--- config.mk ---
export PLATFORM = sky130hd
export DESIGN_NAME = gyro_bias_calibrate_normalize_unit_flat
export DESIGN_NICKNAME = d
export VERILOG_FILES = /design/src/rtl/gbcn_pkg.sv /design/src/rtl/gbcn_in_if.sv /design/src/rtl/gbcn_out_if.sv /design/src/rtl/gbcn_cfg_if.sv /design/src/rtl/gyro_bias_calibrate_normalize_unit.sv /design/src/rtl/gbcn_seq.sv /design/src/flat_wrapper.sv
export VERILOG_INCLUDE_DIRS = /design/src /design/src/rtl
export SDC_FILE = /design/constraint.sdc
export NUM_CORES = 2
export LEC_CHECK = 0
export BUFFER_PORTS_ARGS = -buffer_cell sky130_fd_sc_hd__buf_2
export CELL_PAD_IN_SITES_DETAIL_PLACEMENT = 0
export CELL_PAD_IN_SITES_GLOBAL_PLACEMENT = 1
export CORE_MARGIN = 10
export CORE_UTILIZATION = 56
export DETAILED_ROUTE_END_ITERATION = 10
export PLACE_DENSITY = 0.95
export REMOVE_ABC_BUFFERS = 1
export SLEW_MARGIN = 10
export SYNTH_ARGS = -nofsm -noshare
export SYNTH_HDL_FRONTEND = slang
export SYNTH_HIERARCHICAL = 1
export SYNTH_SLANG_ARGS = --single-unit
export TNS_END_PERCENT = 10
--- constraint.sdc ---
create_clock -name clk -period 12.3 [get_ports clk]
set_input_delay 3.075 -clock clk [delete_from_list [all_inputs] [get_ports clk]]
set_output_delay 3.075 -clock clk [all_outputs]
set_load 0.02 [all_outputs]
--- src/rtl/gyro_bias_calibrate_normalize_unit_macros.svh ---
// ----------------------------------------------------------------------------
// Assertion macros for the gyro bias calibrate and normalize unit
// Each macro expands to a concurrent assertion in simulation and to nothing
// in synthesis.
// ----------------------------------------------------------------------------
`ifndef GYRO_BIAS_CALIBRATE_NORMALIZE_UNIT_MACROS_SVH
`define GYRO_BIAS_CALIBRATE_NORMALIZE_UNIT_MACROS_SVH

`ifndef SYNTHESIS
// Same-cycle implication, disabled while reset is asserted.
`define GBCN_ASSERT_IMP(lbl, clk, rstn, ante, cons) \
  lbl: assert property (@(posedge clk) disable iff (!rstn) (ante) |-> (cons)) \
    else $error("gbcn: implication check failed");
// Next-cycle implication, disabled while reset is asserted.
`define GBCN_ASSERT_NXT(lbl, clk, rstn, ante, cons) \
  lbl: assert property (@(posedge clk) disable iff (!rstn) (ante) |=> (cons)) \
    else $error("gbcn: next-cycle check failed");
`else
`define GBCN_ASSERT_IMP(lbl, clk, rstn, ante, cons)
`define GBCN_ASSERT_NXT(lbl, clk, rstn, ante, cons)
`endif

`endif

--- src/rtl/gbcn_pkg.sv ---
// ----------------------------------------------------------------------------
// gbcn_pkg
// Microcode program, control word layout and shared constants of the gyro
// bias calibrate and normalize unit.
// ----------------------------------------------------------------------------
`default_nettype none

package gbcn_pkg;

  typedef logic [3:0] pc_t;

  // Datapath operations selected by one control word.
  typedef enum logic [3:0] {
    OP_NOP,
    OP_LATCH,
    OP_MUL,
    OP_ADDSQ,
    OP_CHECK,
    OP_LDSQ,
    OP_DIV,
    OP_LDSUM,
    OP_OFF,
    OP_LDROOT,
    OP_ROOT,
    OP_THR,
    OP_DIFF,
    OP_EMIT
  } op_t;

  // Jump conditions; when false the step counter advances by one.
  typedef enum logic [2:0] {
    COND_NEVER,
    COND_ALWAYS,
    COND_NOACC,
    COND_NORM,
    COND_AXIS,
    COND_CNT,
    COND_NOTDONE,
    COND_FULL
  } cond_t;

  typedef struct packed {
    op_t   op;
    cond_t cond;
    pc_t   target;
  } ctrl_t;

  // Status flags from the datapath that the sequencer branches on.
  typedef struct packed {
    logic acc;
    logic norm;
    logic axis_more;
    logic cnt_nz;
    logic not_done;
    logic full;
  } flags_t;

  // Program addresses.
  localparam pc_t A_WAIT   = 4'd0;
  localparam pc_t A_DISP   = 4'd1;
  localparam pc_t A_MUL    = 4'd2;
  localparam pc_t A_ADDSQ  = 4'd3;
  localparam pc_t A_CHECK  = 4'd4;
  localparam pc_t A_LDSQ   = 4'd5;
  localparam pc_t A_DIV1   = 4'd6;
  localparam pc_t A_LDSUM  = 4'd7;
  localparam pc_t A_DIV2   = 4'd8;
  localparam pc_t A_OFF    = 4'd9;
  localparam pc_t A_LDROOT = 4'd10;
  localparam pc_t A_ROOT   = 4'd11;
  localparam pc_t A_THR    = 4'd12;
  localparam pc_t A_DIFF   = 4'd13;
  localparam pc_t A_EMIT   = 4'd14;
  localparam pc_t A_RET    = 4'd15;

  localparam int NUM_AXES   = 3;
  localparam int DIV_W      = 40;
  localparam int ROOT_W     = 31;
  localparam int CNT_W      = 6;
  localparam int ROOT_STEPS = 16;

  localparam logic [1:0]       AXIS_LAST     = 2'd2;
  localparam logic [7:0]       COUNT_RESET   = 8'd16;
  localparam logic [CNT_W-1:0] DIV_LAST      = CNT_W'(DIV_W - 1);
  localparam logic [CNT_W-1:0] ROOT_LAST     = CNT_W'(ROOT_STEPS - 1);
  localparam logic [ROOT_W-1:0] ROOT_BIT_TOP = ROOT_W'(1) << (ROOT_W - 1);
  localparam logic [14:0]      THR_MAX       = 15'h7FFF;

  // Read-only microcode store.
  function automatic ctrl_t rom_word(input pc_t pc);
    ctrl_t w;
    begin
      w = '{op: OP_NOP, cond: COND_NEVER, target: A_WAIT};
      case (pc)
        A_WAIT:   w = '{op: OP_LATCH,  cond: COND_NOACC,   target: A_WAIT};
        A_DISP:   w = '{op: OP_NOP,    cond: COND_NORM,    target: A_DIFF};
        A_MUL:    w = '{op: OP_MUL,    cond: COND_NEVER,   target: A_WAIT};
        A_ADDSQ:  w = '{op: OP_ADDSQ,  cond: COND_AXIS,    target: A_MUL};
        A_CHECK:  w = '{op: OP_CHECK,  cond: COND_NOTDONE, target: A_EMIT};
        A_LDSQ:   w = '{op: OP_LDSQ,   cond: COND_NEVER,   target: A_WAIT};
        A_DIV1:   w = '{op: OP_DIV,    cond: COND_CNT,     target: A_DIV1};
        A_LDSUM:  w = '{op: OP_LDSUM,  cond: COND_NEVER,   target: A_WAIT};
        A_DIV2:   w = '{op: OP_DIV,    cond: COND_CNT,     target: A_DIV2};
        A_OFF:    w = '{op: OP_OFF,    cond: COND_NEVER,   target: A_WAIT};
        A_LDROOT: w = '{op: OP_LDROOT, cond: COND_NEVER,   target: A_WAIT};
        A_ROOT:   w = '{op: OP_ROOT,   cond: COND_CNT,     target: A_ROOT};
        A_THR:    w = '{op: OP_THR,    cond: COND_AXIS,    target: A_LDSQ};
        A_DIFF:   w = '{op: OP_DIFF,   cond: COND_NEVER,   target: A_WAIT};
        A_EMIT:   w = '{op: OP_EMIT,   cond: COND_FULL,    target: A_EMIT};
        A_RET:    w = '{op: OP_NOP,    cond: COND_ALWAYS,  target: A_WAIT};
        default:  w = '{op: OP_NOP,    cond: COND_ALWAYS,  target: A_WAIT};
      endcase
      return w;
    end
  endfunction

endpackage

`default_nettype wire

--- src/rtl/gbcn_in_if.sv ---
// ----------------------------------------------------------------------------
// gbcn_in_if
// Sample channel: opcode and three raw axis samples with valid and ready.
// ----------------------------------------------------------------------------
`default_nettype none

interface gbcn_in_if;
  logic               valid;
  logic               ready;
  logic               opcode;
  logic signed [15:0] sample_x;
  logic signed [15:0] sample_y;
  logic signed [15:0] sample_z;

  modport source (output valid, opcode, sample_x, sample_y, sample_z, input ready);
  modport sink   (input valid, opcode, sample_x, sample_y, sample_z, output ready);
endinterface

`default_nettype wire

--- src/rtl/gbcn_out_if.sv ---
// ----------------------------------------------------------------------------
// gbcn_out_if
// Result channel: corrected samples, thresholds and run-complete flag.
// ----------------------------------------------------------------------------
`default_nettype none

interface gbcn_out_if;
  logic               valid;
  logic               ready;
  logic signed [15:0] out_x;
  logic signed [15:0] out_y;
  logic signed [15:0] out_z;
  logic        [14:0] thr_x;
  logic        [14:0] thr_y;
  logic        [14:0] thr_z;
  logic               cal_done;

  modport source (output valid, out_x, out_y, out_z, thr_x, thr_y, thr_z, cal_done,
                  input ready);
  modport sink   (input valid, out_x, out_y, out_z, thr_x, thr_y, thr_z, cal_done,
                  output ready);
endinterface

`default_nettype wire

--- src/rtl/gbcn_cfg_if.sv ---
// ----------------------------------------------------------------------------
// gbcn_cfg_if
// Configuration write channel carrying the sample count register.
// ----------------------------------------------------------------------------
`default_nettype none

interface gbcn_cfg_if;
  logic       valid;
  logic       ready;
  logic [7:0] sample_count;

  modport source (output valid, sample_count, input ready);
  modport sink   (input valid, sample_count, output ready);
endinterface

`default_nettype wire

--- src/rtl/gyro_bias_calibrate_normalize_unit.sv ---
// ----------------------------------------------------------------------------
// Gyro bias calibrate and normalize unit
// Per-axis bias and noise estimation from calibrate transactions, and bias
// removal from normalize transactions, run by a microcoded datapath.
// ----------------------------------------------------------------------------
// Usage: a transaction on in_ch carries an opcode and three signed samples.
// Opcode 0 adds the samples to the running sums; opcode 1 asks for the
// samples minus the stored offsets. Every input transaction returns exactly
// one transaction on out_ch, with the thresholds as they stand afterwards.
// cfg_ch writes the run length; it is always ready and is meant to be
// written while the unit is idle. A run length of zero acts as one.
// Flow: in_ch is ready only at the program's wait step, so a transaction
// is accepted only once the previous one has reached the output register.
// A calibrate transaction steps one shared multiplier over the axes in
// turn; the transaction that ends a run adds, per axis, two 40-step
// restoring divides and a 16-step square root, one step a cycle.
// Reset clears sums, offsets, thresholds, the sample tally and the output
// valid flag, and sets the run length to 16. A stalled receiver holds the
// result in the output register; one more transaction can be accepted and
// worked on, and the program then waits at its emit step until room opens.
// ----------------------------------------------------------------------------
`default_nettype none

`include "gyro_bias_calibrate_normalize_unit_macros.svh"

module gyro_bias_calibrate_normalize_unit (
  input wire logic  clk,
  input wire logic  rst_n,
  gbcn_in_if.sink   in_ch,
  gbcn_cfg_if.sink  cfg_ch,
  gbcn_out_if.source out_ch
);

  // Sequencer interface.
  gbcn_pkg::ctrl_t  ctrl;
  gbcn_pkg::pc_t    pc;
  gbcn_pkg::flags_t flags;

  // Configuration and accumulator state.
  logic        [7:0]  count_r;
  logic        [7:0]  taken_r;
  logic signed [23:0] sum_r    [gbcn_pkg::NUM_AXES];
  logic        [39:0] sumsq_r  [gbcn_pkg::NUM_AXES];
  logic signed [15:0] offset_r [gbcn_pkg::NUM_AXES];
  logic        [14:0] thr_r    [gbcn_pkg::NUM_AXES];

  // Latched transaction.
  logic               opc_r;
  logic signed [15:0] samp_r [gbcn_pkg::NUM_AXES];
  logic signed [15:0] res_r  [gbcn_pkg::NUM_AXES];
  logic               done_r;

  // Working registers of the shared units.
  logic [1:0]                      axis_r;
  logic [7:0]                      n_r;
  logic [31:0]                     prod_r;
  logic [gbcn_pkg::DIV_W-1:0]      quo_r;
  logic [7:0]                      rem_r;
  logic [gbcn_pkg::CNT_W-1:0]      cnt_r;
  logic [30:0]                     msq_r;
  logic                            neg_r;
  logic [gbcn_pkg::ROOT_W-1:0]     rad_r;
  logic [gbcn_pkg::ROOT_W-1:0]     root_r;
  logic [gbcn_pkg::ROOT_W-1:0]     bit_r;

  // Output register.
  logic               out_valid_r;
  logic signed [15:0] ox_r, oy_r, oz_r;
  logic        [14:0] tx_r, ty_r, tz_r;
  logic               od_r;

  // Combinational helpers.
  logic               accept;
  logic               room;
  logic        [7:0]  need;
  logic        [8:0]  n_next;
  logic               run_end;
  logic signed [15:0] s_sel;
  logic signed [31:0] sq_sample;
  logic        [31:0] sq_quo;
  logic signed [23:0] sum_sel;
  logic        [23:0] sum_mag;
  logic        [8:0]  div_shift;
  logic        [9:0]  div_trial;
  logic        [31:0] var_diff;
  logic        [gbcn_pkg::ROOT_W:0] root_try;
  logic               root_ge;
  logic        [15:0] off_mag;

  gbcn_seq u_seq (
    .clk   (clk),
    .rst_n (rst_n),
    .flags (flags),
    .ctrl  (ctrl),
    .pc    (pc)
  );

  // Handshakes.
  assign in_ch.ready  = (pc == gbcn_pkg::A_WAIT);
  assign accept       = in_ch.valid && in_ch.ready;
  assign cfg_ch.ready = 1'b1;
  assign room         = !out_valid_r || out_ch.ready;

  // Run bookkeeping: the tally after this sample against the run length.
  assign need    = (count_r == 8'd0) ? 8'd1 : count_r;
  assign n_next  = {1'b0, taken_r} + 9'd1;
  assign run_end = (n_next >= {1'b0, need});

  // Shared multiplier operands and selected accumulator.
  assign s_sel     = samp_r[axis_r];
  assign sq_sample = s_sel * s_sel;
  assign sq_quo    = quo_r[15:0] * quo_r[15:0];
  assign sum_sel   = sum_r[axis_r];
  assign sum_mag   = sum_sel[23] ? 24'(-sum_sel) : 24'(sum_sel);

  // One restoring divide step by the run's sample tally.
  assign div_shift = {rem_r, quo_r[gbcn_pkg::DIV_W-1]};
  assign div_trial = {1'b0, div_shift} - {2'b00, n_r};

  // Variance as mean square minus squared mean, clamped at zero.
  assign var_diff = {1'b0, msq_r} - {1'b0, prod_r[30:0]};

  // One step of the digit-by-digit square root.
  assign root_try = {1'b0, root_r} + {1'b0, bit_r};
  assign root_ge  = ({1'b0, rad_r} >= root_try);

  // Signed offset from the quotient magnitude.
  assign off_mag = neg_r ? 16'(-quo_r[15:0]) : quo_r[15:0];

  // Branch flags.
  always_comb begin
    flags.acc       = accept;
    flags.norm      = opc_r;
    flags.axis_more = (axis_r != gbcn_pkg::AXIS_LAST);
    flags.cnt_nz    = (cnt_r != '0);
    flags.not_done  = !run_end;
    flags.full      = !room;
  end

  // Configuration register.
  always_ff @(posedge clk) begin
    if (!rst_n) begin
      count_r <= gbcn_pkg::COUNT_RESET;
    end else if (cfg_ch.valid && cfg_ch.ready) begin
      count_r <= cfg_ch.sample_count;
    end
  end

  // Architectural state: accumulators, tally, offsets and thresholds.
  always_ff @(posedge clk) begin
    if (!rst_n) begin
      taken_r <= '0;
      for (int i = 0; i < gbcn_pkg::NUM_AXES; i++) begin
        sum_r[i]    <= '0;
        sumsq_r[i]  <= '0;
        offset_r[i] <= '0;
        thr_r[i]    <= '0;
      end
    end else begin
      case (ctrl.op)
        gbcn_pkg::OP_MUL: begin
          sum_r[axis_r] <= sum_sel + 24'(s_sel);
        end
        gbcn_pkg::OP_ADDSQ: begin
          sumsq_r[axis_r] <= sumsq_r[axis_r] + {8'd0, prod_r};
        end
        gbcn_pkg::OP_CHECK: begin
          taken_r <= run_end ? 8'd0 : n_next[7:0];
        end
        gbcn_pkg::OP_OFF: begin
          offset_r[axis_r] <= off_mag;
        end
        gbcn_pkg::OP_THR: begin
          thr_r[axis_r]   <= root_r[15] ? gbcn_pkg::THR_MAX : root_r[14:0];
          sum_r[axis_r]   <= '0;
          sumsq_r[axis_r] <= '0;
        end
        default: begin
        end
      endcase
    end
  end

  // Sequencing control: axis index, step counts and run-complete flag.
  always_ff @(posedge clk) begin
    if (!rst_n) begin
      axis_r <= '0;
      cnt_r  <= '0;
      opc_r  <= 1'b0;
      done_r <= 1'b0;
    end else begin
      case (ctrl.op)
        gbcn_pkg::OP_LATCH: begin
          if (accept) begin
            opc_r  <= in_ch.opcode;
            done_r <= 1'b0;
            axis_r <= '0;
          end
        end
        gbcn_pkg::OP_ADDSQ, gbcn_pkg::OP_THR: begin
          axis_r <= flags.axis_more ? axis_r + 2'd1 : 2'd0;
        end
        gbcn_pkg::OP_CHECK: begin
          done_r <= run_end;
        end
        gbcn_pkg::OP_LDSQ, gbcn_pkg::OP_LDSUM: begin
          cnt_r <= gbcn_pkg::DIV_LAST;
        end
        gbcn_pkg::OP_LDROOT: begin
          cnt_r <= gbcn_pkg::ROOT_LAST;
        end
        gbcn_pkg::OP_DIV, gbcn_pkg::OP_ROOT: begin
          if (cnt_r != '0) begin
            cnt_r <= cnt_r - 1'b1;
          end
        end
        default: begin
        end
      endcase
    end
  end

  // Datapath working registers.
  always_ff @(posedge clk) begin
    case (ctrl.op)
      gbcn_pkg::OP_LATCH: begin
        if (accept) begin
          samp_r[0] <= in_ch.sample_x;
          samp_r[1] <= in_ch.sample_y;
          samp_r[2] <= in_ch.sample_z;
          for (int i = 0; i < gbcn_pkg::NUM_AXES; i++) begin
            res_r[i] <= '0;
          end
        end
      end
      gbcn_pkg::OP_MUL: begin
        prod_r <= 32'(sq_sample);
      end
      gbcn_pkg::OP_CHECK: begin
        n_r <= n_next[7:0];
      end
      gbcn_pkg::OP_LDSQ: begin
        quo_r <= sumsq_r[axis_r];
        rem_r <= '0;
      end
      gbcn_pkg::OP_DIV: begin
        if (!div_trial[9]) begin
          rem_r <= div_trial[7:0];
          quo_r <= {quo_r[gbcn_pkg::DIV_W-2:0], 1'b1};
        end else begin
          rem_r <= div_shift[7:0];
          quo_r <= {quo_r[gbcn_pkg::DIV_W-2:0], 1'b0};
        end
      end
      gbcn_pkg::OP_LDSUM: begin
        msq_r <= quo_r[30:0];
        neg_r <= sum_sel[23];
        quo_r <= {16'd0, sum_mag};
        rem_r <= '0;
      end
      gbcn_pkg::OP_OFF: begin
        prod_r <= sq_quo;
      end
      gbcn_pkg::OP_LDROOT: begin
        rad_r  <= var_diff[31] ? '0 : var_diff[30:0];
        root_r <= '0;
        bit_r  <= gbcn_pkg::ROOT_BIT_TOP;
      end
      gbcn_pkg::OP_ROOT: begin
        if (root_ge) begin
          rad_r  <= rad_r - root_try[gbcn_pkg::ROOT_W-1:0];
          root_r <= (root_r >> 1) + bit_r;
        end else begin
          root_r <= root_r >> 1;
        end
        bit_r <= bit_r >> 2;
      end
      gbcn_pkg::OP_DIFF: begin
        // The run-ending calibrate path also passes here; its result stays zero.
        if (opc_r) begin
          for (int i = 0; i < gbcn_pkg::NUM_AXES; i++) begin
            res_r[i] <= samp_r[i] - offset_r[i];
          end
        end
      end
      default: begin
      end
    endcase
  end

  // Output register control.
  always_ff @(posedge clk) begin
    if (!rst_n) begin
      out_valid_r <= 1'b0;
    end else if (ctrl.op == gbcn_pkg::OP_EMIT && room) begin
      out_valid_r <= 1'b1;
    end else if (out_ch.ready) begin
      out_valid_r <= 1'b0;
    end
  end

  // Output register payload.
  always_ff @(posedge clk) begin
    if (ctrl.op == gbcn_pkg::OP_EMIT && room) begin
      ox_r <= res_r[0];
      oy_r <= res_r[1];
      oz_r <= res_r[2];
      tx_r <= thr_r[0];
      ty_r <= thr_r[1];
      tz_r <= thr_r[2];
      od_r <= done_r;
    end
  end

  assign out_ch.valid    = out_valid_r;
  assign out_ch.out_x    = ox_r;
  assign out_ch.out_y    = oy_r;
  assign out_ch.out_z    = oz_r;
  assign out_ch.thr_x    = tx_r;
  assign out_ch.thr_y    = ty_r;
  assign out_ch.thr_z    = tz_r;
  assign out_ch.cal_done = od_r;

  // An accepted transaction always moves on to the dispatch step.
  `GBCN_ASSERT_NXT(a_accept_dispatch, clk, rst_n, accept, pc == gbcn_pkg::A_DISP)
  // The output register fills only from the emit step.
  `GBCN_ASSERT_IMP(a_fill_from_emit, clk, rst_n, $rose(out_valid_r), $past(pc) == gbcn_pkg::A_EMIT)
  // The mean magnitude must fit a 16-bit offset.
  `GBCN_ASSERT_IMP(a_mean_range, clk, rst_n, ctrl.op == gbcn_pkg::OP_OFF, quo_r[39:16] == 24'd0)
  // The square root never exceeds the root of the largest variance.
  `GBCN_ASSERT_IMP(a_root_range, clk, rst_n, ctrl.op == gbcn_pkg::OP_THR, root_r <= 31'd32768)

endmodule

`default_nettype wire

--- src/rtl/gbcn_seq.sv ---
// ----------------------------------------------------------------------------
// gbcn_seq
// Microcode sequencer: step counter, program store and conditional jumps.
// ----------------------------------------------------------------------------
`default_nettype none

module gbcn_seq (
  input  wire logic            clk,
  input  wire logic            rst_n,
  input  wire gbcn_pkg::flags_t flags,
  output gbcn_pkg::ctrl_t      ctrl,
  output gbcn_pkg::pc_t        pc
);

  gbcn_pkg::pc_t pc_r;
  gbcn_pkg::pc_t pc_nxt;
  logic          take;

  // Current control word comes straight out of the program store.
  assign ctrl = gbcn_pkg::rom_word(pc_r);
  assign pc   = pc_r;

  // Evaluate the jump condition of this step.
  always_comb begin
    take = 1'b0;
    unique case (ctrl.cond)
      gbcn_pkg::COND_NEVER:   take = 1'b0;
      gbcn_pkg::COND_ALWAYS:  take = 1'b1;
      gbcn_pkg::COND_NOACC:   take = !flags.acc;
      gbcn_pkg::COND_NORM:    take = flags.norm;
      gbcn_pkg::COND_AXIS:    take = flags.axis_more;
      gbcn_pkg::COND_CNT:     take = flags.cnt_nz;
      gbcn_pkg::COND_NOTDONE: take = flags.not_done;
      gbcn_pkg::COND_FULL:    take = flags.full;
      default:                take = 1'b0;
    endcase
    pc_nxt = take ? ctrl.target : pc_r + 4'd1;
  end

  // Step counter.
  always_ff @(posedge clk) begin
    if (!rst_n) begin
      pc_r <= gbcn_pkg::A_WAIT;
    end else begin
      pc_r <= pc_nxt;
    end
  end

endmodule

`default_nettype wire
--- src/flat_wrapper.sv ---
// flat-port wrapper written by rule: the top's interface ports become plain ports
module gyro_bias_calibrate_normalize_unit_flat 
  (clk, rst_n, in_ch_valid, in_ch_opcode, in_ch_sample_x, in_ch_sample_y, in_ch_sample_z, in_ch_ready, cfg_ch_valid, cfg_ch_sample_count, cfg_ch_ready, out_ch_valid, out_ch_out_x, out_ch_out_y, out_ch_out_z, out_ch_thr_x, out_ch_thr_y, out_ch_thr_z, out_ch_cal_done, out_ch_ready);
  gbcn_in_if in_ch_i ();
  gbcn_cfg_if cfg_ch_i ();
  gbcn_out_if out_ch_i ();
  input wire logic clk;
  input wire logic rst_n;
  input wire logic [$bits(in_ch_i.valid)-1:0] in_ch_valid;
  input wire logic [$bits(in_ch_i.opcode)-1:0] in_ch_opcode;
  input wire logic [$bits(in_ch_i.sample_x)-1:0] in_ch_sample_x;
  input wire logic [$bits(in_ch_i.sample_y)-1:0] in_ch_sample_y;
  input wire logic [$bits(in_ch_i.sample_z)-1:0] in_ch_sample_z;
  output wire logic [$bits(in_ch_i.ready)-1:0] in_ch_ready;
  input wire logic [$bits(cfg_ch_i.valid)-1:0] cfg_ch_valid;
  input wire logic [$bits(cfg_ch_i.sample_count)-1:0] cfg_ch_sample_count;
  output wire logic [$bits(cfg_ch_i.ready)-1:0] cfg_ch_ready;
  output wire logic [$bits(out_ch_i.valid)-1:0] out_ch_valid;
  output wire logic [$bits(out_ch_i.out_x)-1:0] out_ch_out_x;
  output wire logic [$bits(out_ch_i.out_y)-1:0] out_ch_out_y;
  output wire logic [$bits(out_ch_i.out_z)-1:0] out_ch_out_z;
  output wire logic [$bits(out_ch_i.thr_x)-1:0] out_ch_thr_x;
  output wire logic [$bits(out_ch_i.thr_y)-1:0] out_ch_thr_y;
  output wire logic [$bits(out_ch_i.thr_z)-1:0] out_ch_thr_z;
  output wire logic [$bits(out_ch_i.cal_done)-1:0] out_ch_cal_done;
  input wire logic [$bits(out_ch_i.ready)-1:0] out_ch_ready;
  assign in_ch_i.valid = in_ch_valid;
  assign in_ch_i.opcode = in_ch_opcode;
  assign in_ch_i.sample_x = in_ch_sample_x;
  assign in_ch_i.sample_y = in_ch_sample_y;
  assign in_ch_i.sample_z = in_ch_sample_z;
  assign in_ch_ready = in_ch_i.ready;
  assign cfg_ch_i.valid = cfg_ch_valid;
  assign cfg_ch_i.sample_count = cfg_ch_sample_count;
  assign cfg_ch_ready = cfg_ch_i.ready;
  assign out_ch_valid = out_ch_i.valid;
  assign out_ch_out_x = out_ch_i.out_x;
  assign out_ch_out_y = out_ch_i.out_y;
  assign out_ch_out_z = out_ch_i.out_z;
  assign out_ch_thr_x = out_ch_i.thr_x;
  assign out_ch_thr_y = out_ch_i.thr_y;
  assign out_ch_thr_z = out_ch_i.thr_z;
  assign out_ch_cal_done = out_ch_i.cal_done;
  assign out_ch_i.ready = out_ch_ready;
  gyro_bias_calibrate_normalize_unit u_core (.clk(clk), .rst_n(rst_n), .in_ch(in_ch_i), .cfg_ch(cfg_ch_i), .out_ch(out_ch_i));
endmodule
==> metrics <==
largest net degree at the start of global routing 65; initial drt markers 3474; DRC viols 0; TNS Setup 0 ns; synth unique cells 109; Die Width roughly 340 µm; largest family of logic cells by synthesized area adder cells; remaining global-route overflow 0; number of global-route vias before repair 41100; final hold viol count 0; layout cells sized above 1 9.07%; CTS root buffer clkbuf_16; fmax 117 MHz; crit path max fanout 44; Synth Area in Adders between 20% and 30%; All-Layer GR Usage between 20% and 30%; largest area contributor in the netlist edfxtp_1; Resized Gates After CTS 0; slew at the pin closest to its max-slew limit 1.19 ns; synth warn 6; Yosys top cell area share roughly two fifths; Final nets 6376; Synth Area per Inst 10.6 µm²; cell count after synthesis 5373; routability cong. between 0.9 and 1; post-layout min period 8.56 ns; first-pass GRT wire length 226 mm; mux cell area share after synthesis 3.37%; maxcap violations 0; ranking of synthesized cells by area edfxtp_1 39%, fa_1 14%, ha_1 9.0%; total die area ~120000 µm²; core box area just over 100000 µm²; Setup violations, final 0; WS Path Type reg -> reg; fin. max-slew vios 0; I/O Pins 159; RSZ-0062 raised after global routing no; row count 117; H-tree depth 3; Layout area overhead 8.66%; clock slew at reported path FFs ~0.060 ns; via count between 40000 and 50000; I/O Buffers 157; Netlist Area Pre-Place 57100 µm²; xor/xnor cell area share of the yosys netlist 4.60%; clock latency at the later pin of the worst-skew pair approximately 0.69 ns; startpoint types register; Die Ht approximately 340 µm; cell with the most instances after synthesis inv_1; FF+latch count, synth 780; Post-synth top flop edfxtp_1; # hold bufs at CTS 0; Initial Util 56.2%; Inserted Clock Buffers 83; min-delay worst type reg -> reg; final WL 142 mm; Detailed Place HPWL 107 mm; sequential area share after synthesis 40.2%; clock skew 0.0456 ns; simple-gate share of the synthesized area between 10% and 20%; number of flops mapped to enable cells by yosys 736; clk buf depth 3; Vias per Instance 5.81; Post-CTS Setup Inserts 0; crit end category register; post-route ant nets 0; CTS Sinks 780; TritonCTS clock tree built; max_slew headroom between 20% and 30%; ys async rst share 0%; Final Cycle Share 69.6%; top cells by count, synth 756 x inv_1, 736 x edfxtp_1, 620 x nor2_1; status complete, no violations; crit path DAT 8.94 ns; Worst Path Required 12.68 ns; post-synthesis compound-gate area fraction between 10% and 20%; DR pass1 iterations 7; initial antenna violation count 3; Wirelength per Cell 20.5 µm
==> state kept, by name, indices dropped and copies added, names as in the netlist, 11 cells and up, named ones only <==
register and count:
u_core/root_r 31, u_core/offset_r 48, u_core/out_ch.thr_z 15, u_core/u_seq/ctrl 11, u_core/out_ch.thr_y 15, u_core/out_ch.out_y 16, u_core/bit_r 16, u_core/res_r 48
u_core/quo_r 40, u_core/out_ch.out_x 16, u_core/sum_r 96, u_core/out_ch.thr_x 15, u_core/thr_r 45, u_core/sumsq_r 160, u_core/out_ch.out_z 16, u_core/samp_r 48
u_core/rad_r 31, u_core/msq_r 31, u_core/prod_r 31
==> worst max-delay path: stages, from the launching register on <==
cell,delay [ns]
dfxtp_4,0.97
mux2i_1,0.27
o21a_1,0.50
clkinv_1,0.47
nand2_1,0.22
inv_1,0.08
fa_1,0.53
inv_1,0.05
fa_1,0.44
fa_1,0.56
inv_1,0.06
fa_1,0.49
fa_1,0.49
inv_1,0.04
fa_1,0.47
inv_1,0.05
ha_1,0.35
a21oi_1,0.16
o21ai_0,0.09
a22oi_1,0.42
o21ai_0,0.29
a32oi_1,0.36
a21oi_1,0.14
a41oi_1,0.29
a21oi_1,0.13
xnor2_1,0.19
o21ai_0,0.10
==> cell families after synthesis <==
| family | count (synthesis) |
|---|---|
| AOI/OAI and AO/OA | 858 |
| DFF | 780 |
| and+or+nand+nor | 1566 |
| adders and majority gates | 816 |
| xor gates and xnor gates | 300 |
| buffers and inverters | 941 |
| other | 1 |
| muxes | 111 |
==> path summary, 6_finish.rpt <==
kind | depth (start not counted) | end | slack [ns] | start
max | 26 | u_core/prod_r[31] | 3.74 | register
max reg2reg | 26 | u_core/prod_r[31] | 3.74 | register
min | 0 | u_core/out_ch.thr_y[1] | 0.41 | u_core/thr_r[1][1]
min reg2reg | 0 | u_core/out_ch.thr_y[1] | 0.41 | u_core/thr_r[1][1]
==> cell usage in the layout (no fill, tap or decap), drive strengths merged, types with 44 or more instances in the layout <==
| cell | count |
|---|---|
| o21ai | 208 |
| o21a | 59 |
| nand3 | 69 |
| clkbuf | 101 |
| mux4 | 63 |
| nand2 | 475 |
| nor2b | 58 |
| and2 | 59 |
| ha | 412 |
| nor2 | 623 |
| inv | 765 |
| a21oi | 207 |
| nand2b | 59 |
| a31oi | 45 |
| clkinv | 46 |
| buf | 205 |
| nor3 | 83 |
| fa | 404 |
| dfxtp | 44 |
| xor2 | 134 |
| xnor2 | 166 |
| a21o | 86 |
| edfxtp | 736 |
==> metrics by stage <==
step	std cells	instance area, µm²	util, %	hold slack (ns)	worst slack, ns
finish	6934	62100	61.1	0.413	3.74
global route	6933	62100	61.1	0.414	3.32
CTS	6933	62100	61.1	0.414	3.84
detailed placement	6781	59300	58.4	0.405	3.90
global placement	6781	59300	58.4	0.402	4.09
floorplan	5208	56400	-	0.400	2.47
==> area by class of cell <==
class                      instances  area, µm²
tap                             1368       1710
fill                            8138      39500
clock inverter                    51        538
sequential                       780      23000
clock buffer                     101       2200
multi-input combinational       3652      30600
timing repair buffer             205       1150
inverter                         776       2910
antenna                            1       2.50
==> routing by layer <==
layer / wire length (µm) / up-vias / track usage (%) / part of all wire, %
li1: - / 18600 / - / -
met1: 56400 / 19700 / 31.9 / 40
met2: 66600 / 1637 / 40.0 / 47
met3: 13500 / 306 / 5.68 / 9.5
met4: 5570 / 6 / 9.41 / 3.9
met5: 31 / - / 0 / 0.022
Power is left out: the tool's default activity adds up to more than one toggle a clock period on the data nets, which glitch-free logic cannot reach.
